## src/rtl/core/spq_pkg.sv

```systemverilog
`timescale 1ns / 1ps
// Shared types and codes for the stable priority queue.
// No dependencies; used by spq_cell and stable_priority_queue.
package spq_pkg;

    typedef enum logic {
        REQ_INSERT = 1'b0,
        REQ_REMOVE = 1'b1
    } req_t;

    typedef enum logic [1:0] {
        STATUS_OK    = 2'd0,
        STATUS_FULL  = 2'd1,
        STATUS_EMPTY = 2'd2
    } status_t;

    // One stored task.
    typedef struct packed {
        logic [15:0] id;
        logic [7:0]  prio;
        logic [15:0] dur;
    } entry_t;

    // Row-wide control broadcast to every cell.
    typedef struct packed {
        logic upd;   // state changes this cycle
        logic ins;   // 1 insert, 0 remove
    } cell_ctl_t;

endpackage

```

## src/rtl/core/spq_cell.sv

```systemverilog
`timescale 1ns / 1ps
// One slot of the sorted task row.
// Depends on spq_pkg.
module spq_cell (
    input  logic               clk,
    input  spq_pkg::cell_ctl_t ctl,
    input  spq_pkg::entry_t    new_entry,
    input  logic               occupied,
    input  logic               left_keep,
    input  spq_pkg::entry_t    left_entry,
    input  spq_pkg::entry_t    right_entry,
    output logic               keep,
    output spq_pkg::entry_t    entry,
    output spq_pkg::entry_t    entry_next
);

    spq_pkg::entry_t entry_reg;

    // Stored task stays ahead of the newcomer on ties (arrival order).
    assign keep  = occupied && (entry_reg.prio >= new_entry.prio);
    assign entry = entry_reg;

    always_comb
    begin
        if (ctl.ins)
        begin
            if (keep)
                entry_next = entry_reg;
            else if (left_keep)
                entry_next = new_entry;
            else
                entry_next = left_entry;
        end
        else
        begin
            entry_next = right_entry;
        end
    end

    always_ff @(posedge clk)
    begin
        if (ctl.upd)
            entry_reg <= entry_next;
    end

endmodule

```

## src/rtl/core/stable_priority_queue.sv

```systemverilog
`timescale 1ns / 1ps
// Stable priority queue: a row of QUEUE_DEPTH cells kept sorted, head in cell 0.
// An insert lands behind every stored task of greater or equal priority, so
// equal priorities leave in arrival order; a remove returns the head. Every
// request gives exactly one result carrying status, the removed task (if any),
// the new head and the occupancy. Each request is settled at once:
// all cells compare their priority with the new task in parallel and each one
// either holds, takes the new task, or takes its neighbor's task. A result
// register sits on the output, so one request per clock is taken while that
// register is empty or being drained; a stalled result holds off the next
// request. The result shows in the cycle after the request transfer.
// Occupancy is reported modulo 32. Depends on spq_pkg and spq_cell.
module stable_priority_queue #(
    parameter int QUEUE_DEPTH = 16
) (
    input  logic        clk,
    input  logic        rst_n,

    input  logic        req_valid,
    output logic        req_stall,
    input  logic        req_type,
    input  logic [15:0] task_id,
    input  logic [7:0]  task_priority,
    input  logic [15:0] task_duration,

    output logic        res_valid,
    input  logic        res_stall,
    output logic [1:0]  status,
    output logic        out_valid,
    output logic [15:0] out_task_id,
    output logic [7:0]  out_task_priority,
    output logic [15:0] out_task_duration,
    output logic        head_valid,
    output logic [15:0] head_task_id,
    output logic [7:0]  head_task_priority,
    output logic [4:0]  occupancy
);

    localparam int CNT_W = $clog2(QUEUE_DEPTH + 1);

    logic [CNT_W-1:0]   count_reg, count_next;
    logic               res_valid_reg;
    spq_pkg::status_t   status_reg, status_next;
    logic               out_valid_reg, out_valid_next;
    spq_pkg::entry_t    out_entry_reg, out_entry_next;
    logic               head_valid_reg, head_valid_next;
    spq_pkg::entry_t    head_entry_reg, head_entry_next;
    logic [4:0]         occupancy_reg, occupancy_next;

    logic               req_fire;
    logic               is_ins;
    logic               full;
    logic               empty;
    spq_pkg::cell_ctl_t ctl;
    spq_pkg::entry_t    new_entry;

    spq_pkg::entry_t    cell_q    [QUEUE_DEPTH];
    spq_pkg::entry_t    cell_next [QUEUE_DEPTH];
    logic               cell_keep [QUEUE_DEPTH];

    assign req_stall = res_valid_reg && res_stall;
    assign req_fire  = req_valid && !req_stall;
    assign is_ins    = (req_type == spq_pkg::REQ_INSERT);
    assign full      = (count_reg == CNT_W'(QUEUE_DEPTH));
    assign empty     = (count_reg == '0);

    assign new_entry.id   = task_id;
    assign new_entry.prio = task_priority;
    assign new_entry.dur  = task_duration;

    // A full insert or an empty remove leaves the row alone.
    assign ctl.ins = is_ins;
    assign ctl.upd = req_fire && (is_ins ? !full : !empty);

    // Cell row: left neighbor feeds inserts, right neighbor feeds removes.
    genvar gi;
    generate
        for (gi = 0; gi < QUEUE_DEPTH; gi++)
        begin : g_cell
            spq_pkg::entry_t lft_entry;
            spq_pkg::entry_t rgt_entry;
            logic            lft_keep;

            if (gi == 0)
            begin : g_first
                assign lft_keep  = 1'b1;
                assign lft_entry = new_entry;
            end
            else
            begin : g_mid
                assign lft_keep  = cell_keep[gi-1];
                assign lft_entry = cell_q[gi-1];
            end

            if (gi == QUEUE_DEPTH - 1)
            begin : g_last
                assign rgt_entry = cell_q[gi];
            end
            else
            begin : g_inner
                assign rgt_entry = cell_q[gi+1];
            end

            spq_cell u_cell (
                .clk        (clk),
                .ctl        (ctl),
                .new_entry  (new_entry),
                .occupied   (count_reg > CNT_W'(gi)),
                .left_keep  (lft_keep),
                .left_entry (lft_entry),
                .right_entry(rgt_entry),
                .keep       (cell_keep[gi]),
                .entry      (cell_q[gi]),
                .entry_next (cell_next[gi])
            );
        end
    endgenerate

    always_comb
    begin
        count_next = count_reg;
        if (ctl.upd)
        begin
            if (is_ins)
                count_next = count_reg + CNT_W'(1);
            else
                count_next = count_reg - CNT_W'(1);
        end
    end

    // Result for the request being transferred.
    always_comb
    begin
        status_next    = spq_pkg::STATUS_OK;
        out_valid_next = 1'b0;
        out_entry_next = '0;
        if (is_ins)
        begin
            if (full)
                status_next = spq_pkg::STATUS_FULL;
        end
        else if (empty)
        begin
            status_next = spq_pkg::STATUS_EMPTY;
        end
        else
        begin
            out_valid_next = 1'b1;
            out_entry_next = cell_q[0];
        end

        head_valid_next = (count_next != '0);
        head_entry_next = '0;
        if (head_valid_next)
            head_entry_next = ctl.upd ? cell_next[0] : cell_q[0];
        occupancy_next = 5'(count_next);
    end

    always_ff @(posedge clk or negedge rst_n)
    begin
        if (!rst_n)
        begin
            count_reg     <= '0;
            res_valid_reg <= 1'b0;
        end
        else
        begin
            count_reg <= count_next;
            if (req_fire)
                res_valid_reg <= 1'b1;
            else if (!res_stall)
                res_valid_reg <= 1'b0;
        end
    end

    always_ff @(posedge clk)
    begin
        if (req_fire)
        begin
            status_reg     <= status_next;
            out_valid_reg  <= out_valid_next;
            out_entry_reg  <= out_entry_next;
            head_valid_reg <= head_valid_next;
            head_entry_reg <= head_entry_next;
            occupancy_reg  <= occupancy_next;
        end
    end

    assign res_valid          = res_valid_reg;
    assign status             = status_reg;
    assign out_valid          = out_valid_reg;
    assign out_task_id        = out_entry_reg.id;
    assign out_task_priority  = out_entry_reg.prio;
    assign out_task_duration  = out_entry_reg.dur;
    assign head_valid         = head_valid_reg;
    assign head_task_id       = head_entry_reg.id;
    assign head_task_priority = head_entry_reg.prio;
    assign occupancy          = occupancy_reg;

`ifndef SYNTHESIS
    a_count_bound: assert property (@(posedge clk) disable iff (!rst_n)
        count_reg <= CNT_W'(QUEUE_DEPTH))
        else $error("occupancy above depth");

    a_insert_grows: assert property (@(posedge clk) disable iff (!rst_n)
        (ctl.upd && is_ins) |=> count_reg == $past(count_reg) + CNT_W'(1))
        else $error("insert did not grow the queue");

    a_head_matches_count: assert property (@(posedge clk) disable iff (!rst_n)
        res_valid_reg |-> (head_valid_reg == (count_reg != '0)))
        else $error("head flag disagrees with occupancy");

    a_head_sorted: assert property (@(posedge clk) disable iff (!rst_n)
        (count_reg >= CNT_W'(2)) |-> (cell_q[0].prio >= cell_q[1].prio))
        else $error("head out of priority order");
`endif

endmodule
```

## config.mk

```make
export PLATFORM = sky130hd
export DESIGN_NAME = stable_priority_queue
export DESIGN_NICKNAME = d
export VERILOG_FILES = /design/src/rtl/core/spq_pkg.sv /design/src/rtl/core/spq_cell.sv /design/src/rtl/core/stable_priority_queue.sv
export SDC_FILE = /design/constraint.sdc
export NUM_CORES = 2
export LEC_CHECK = 0
export CAP_MARGIN = 20
export CORE_MARGIN = 3
export CORE_UTILIZATION = 40
export CTS_CLUSTER_DIAMETER = 40
export DETAILED_ROUTE_END_ITERATION = 16
export DONT_BUFFER_PORTS = 1
export MAX_ROUTING_LAYER = met4
export SKIP_LAST_GASP = 1
export SLEW_MARGIN = 25
export SYNTH_ARGS = -nofsm -noshare
export SYNTH_HDL_FRONTEND = slang
export SYNTH_SLANG_ARGS = --single-unit
```

## constraint.sdc

```tcl
create_clock -name clk -period 8.5 [get_ports clk]
set_input_delay 1.7 -clock clk [delete_from_list [all_inputs] [get_ports clk]]
set_output_delay 1.7 -clock clk [all_outputs]
set_load 0.03 [all_outputs]
```

==> impl_metrics.json <==
{
  "grt_pass1_wl_um": 186000,
  "postCtsSetupRepairBufs": 0,
  "drv_cap": 0,
  "cp-start-kind": "input port",
  "synth_cell_types": 61,
  "hpwl_um": 75100,
  "root_buffer": "clkbuf_16",
  "post-synth-top-area-fraction": 0.530,
  "layout-drive-gt1-share": 0.114,
  "hold_viol_final": 0,
  "worst_pin_slew_ns": 2.37,
  "instances_no_fill": 4659,
  "firstDrtPassIters": 5,
  "drt_iter0_drc": 4249,
  "die_x_um": 318,
  "p_sw_frac": 0.356,
  "fin_util": 0.458,
  "power_frac_comb": 0.283,
  "yosys_warnings": 0,
  "synth_seq_area_share": 0.546,
  "io_buffers": 0,
  "place_congestion": 0.894,
  "cp_cell_sequence": "inv_8 > a41oi_2 > nand2_2 > buf_4 > a21o_1 > o22ai_1 > a211oi_1",
  "power.density_nw_per_um2": 326,
  "area_growth_pct": 12.5,
  "ys_ff_latch": 719,
  "final-seq-area_sq_um": 21300,
  "placedCellCount": 4452,
  "fill_cells": 8684,
  "grt-ovfl-total": 0,
  "path_class": "in -> reg",
  "critPathMaxStageDelay_ns": 0.82,
  "required_ns": 9.00,
  "critical_path.top_delay_family": "compound AO/OA/AOI/OAI gates",
  "power_frac_seq": 0.390,
  "worstPathArrival_ns": 5.35,
  "hold_depth": 2,
  "synth_edf_count": 689,
  "synthTopCellsByArea": "edfxtp_1, o21ai_0, a2bb2oi_1",
  "dieArea_sq_um": 101000,
  "cts-resized-gates": 0,
  "cp.depth": 7,
  "drc": 0,
  "pwr-share-clk": 0.327,
  "cts_hold_buf": 0,
  "grt_use_total": 0.240,
  "crit_slowest_cell": "a21o_1",
  "multi_input_area_sq_um": 16500,
  "grt_max_degree": 687,
  "die_h_um": 318,
  "io_pins": 120,
  "internal_power_mw": 9.21,
  "netlist.top_cell.by_area": "edfxtp_1",
  "max_clock_freq_ghz": 0.206,
  "num_vias": 29900,
  "power_switching_mw": 5.09,
  "vias_per_cell": 6.43,
  "synth_area_sq_um": 39000,
  "ys_async_sr_fraction": 0.00834,
  "slew_violations": 577,
  "initial_core_util": 0.407,
  "cts_buffer_depth": 3,
  "clock_latency_ns": 0.69,
  "cp-end-kind": "flip-flop",
  "row_count": 113,
  "leakagePower_nw": 15.7,
  "clock_sinks": 719,
  "antenna_left": 0,
  "peakVddDrop_uv": 181,
  "reg2reg_depth": 8,
  "cts_tree": "built",
  "synthFlopType": "edfxtp_1",
  "syn_area_per_cell_sq_um": 11.2,
  "status": "complete, but fails checks",
  "setup_viol": 0,
  "rsz0062_at_grt": "no",
  "grt_pass1_vias": 28700,
  "coreArea_sq_um": 95900,
  "critical_path_buf_inv_count": 2,
  "h-tree-depth": 3,
  "largest_reg_flops": 640,
  "fin_worst_skew_ns": 0.0237,
  "violations": "max-slew violations",
  "drt_wl_total_um": 122000,
  "final.setup.tns_ns": 0,
  "syn_nets": 3670,
  "nets": 3476,
  "fin_crit_ns": 4.85,
  "antenna_found_initial": 3,
  "period_share": 0.570,
  "clkTransAtPathRegs_ns": 0.06,
  "yosysMostFrequentCell": "edfxtp_1",
  "maxSlewHeadroom": -0.583,
  "synthTopCellsByCount": "edfxtp_1, o21ai_0, a31oi_1",
  "synthCells": 3491,
  "critPathMaxFanout": 686,
  "wl_per_cell_um": 26.3,
  "hp-class": "reg -> reg",
  "cts_buffers": 108
}
[per-layer routing]
layer	up-vias	share of wire	GRT usage	routed length (um)
met2	1572	0.45	0.353	54600
li1	13400	-	-	-
met1	14800	0.43	0.339	53000
met4	0	0.024	0.0695	2940
met5	-	0	-	0
met3	180	0.096	0.0435	11700
[worst register-to-register path, cell delays in order (launching register included)]
cell and delay, ns:
dfrtp_1 0.54, inv_1 0.23, ha_1 0.41, a41oi_2 0.26, nand2_2 0.14, buf_4 0.51
a21o_1 0.84, o22ai_1 0.35, a211oi_1 0.33
[cells by family (layout without fill, tap and decap cells)]
group	Yosys count	after routing	share of synthesized area
other	0	1	0
and+or+nand+nor	510	510	0.0650
adders and majority gates	134	134	0.0429
DFF	719	719	0.546
muxes	226	226	0.0592
buffers and inverters	424	326	0.0426
AOI/OAI and AO/OA	1475	1475	0.243
xor gates and xnor gates	3	3	0.000673
[cell type report]
type / count / area share
flip-flops and latches: 719 / 0.485
clock inverters: 89 / 0.0232
diodes: 1 / 0.0000570
multi-input cells: 2348 / 0.374
clock buffers: 117 / 0.0635
well taps: 1265 / 0.0360
repair buffers: 67 / 0.0128
inverters: 53 / 0.00473
[power groups by stage]
stage / Clock [mW] / Combinational, mW / Sequential [mW]
after floorplan: 0 / 2.96 / 5.38
after global placement: 0 / 3.88 / 5.62
after detailed placement: 0 / 3.99 / 5.63
after CTS: 4.73 / 4.00 / 5.56
after global routing: 4.89 / 4.40 / 5.64
final: 4.68 / 4.05 / 5.58
[cell usage in the layout (no fill, tap or decap), types with 50 or more instances in the layout]
cell / instances
clkbuf_16: 109
nor2_1: 126
o21ai_0: 543
nand2_1: 175
buf_4: 64
inv_1: 50
a2bb2oi_1: 273
a21oi_1: 77
edfxtp_1: 689
a31oi_1: 361
ha_1: 134
mux2i_1: 186
[stage by stage]
step                      instance area, sq um  setup slack (ns)  hold slack, ns  power [mW]
after floorplan                          39000              2.39           0.515        8.34
after global placement                   40000              3.03           0.525        9.50
after detailed placement                 40100              2.94           0.536        9.61
after CTS                                43900              3.67           0.548        14.3
after global routing                     43900              3.57           0.576        14.9
final                                    43900              3.65           0.543        14.3
[path summary, 6_finish.rpt]
path,from,endpoint,slack [ns]
worst min-delay path,g_cell[13].u_cell.entry[26],g_cell[12].u_cell.entry[26],0.54
worst max register to register,count_reg[0],head_task_priority[7],4.73
worst max-delay path,req_type,head_task_priority[7],3.65
min in group asynchronous,rst_n,count_reg[2],0.71
worst min register to register,g_cell[13].u_cell.entry[26],g_cell[12].u_cell.entry[26],0.54
max in group asynchronous,rst_n,res_valid,7.71
Note: power is estimated with default switching activity, not from simulation.
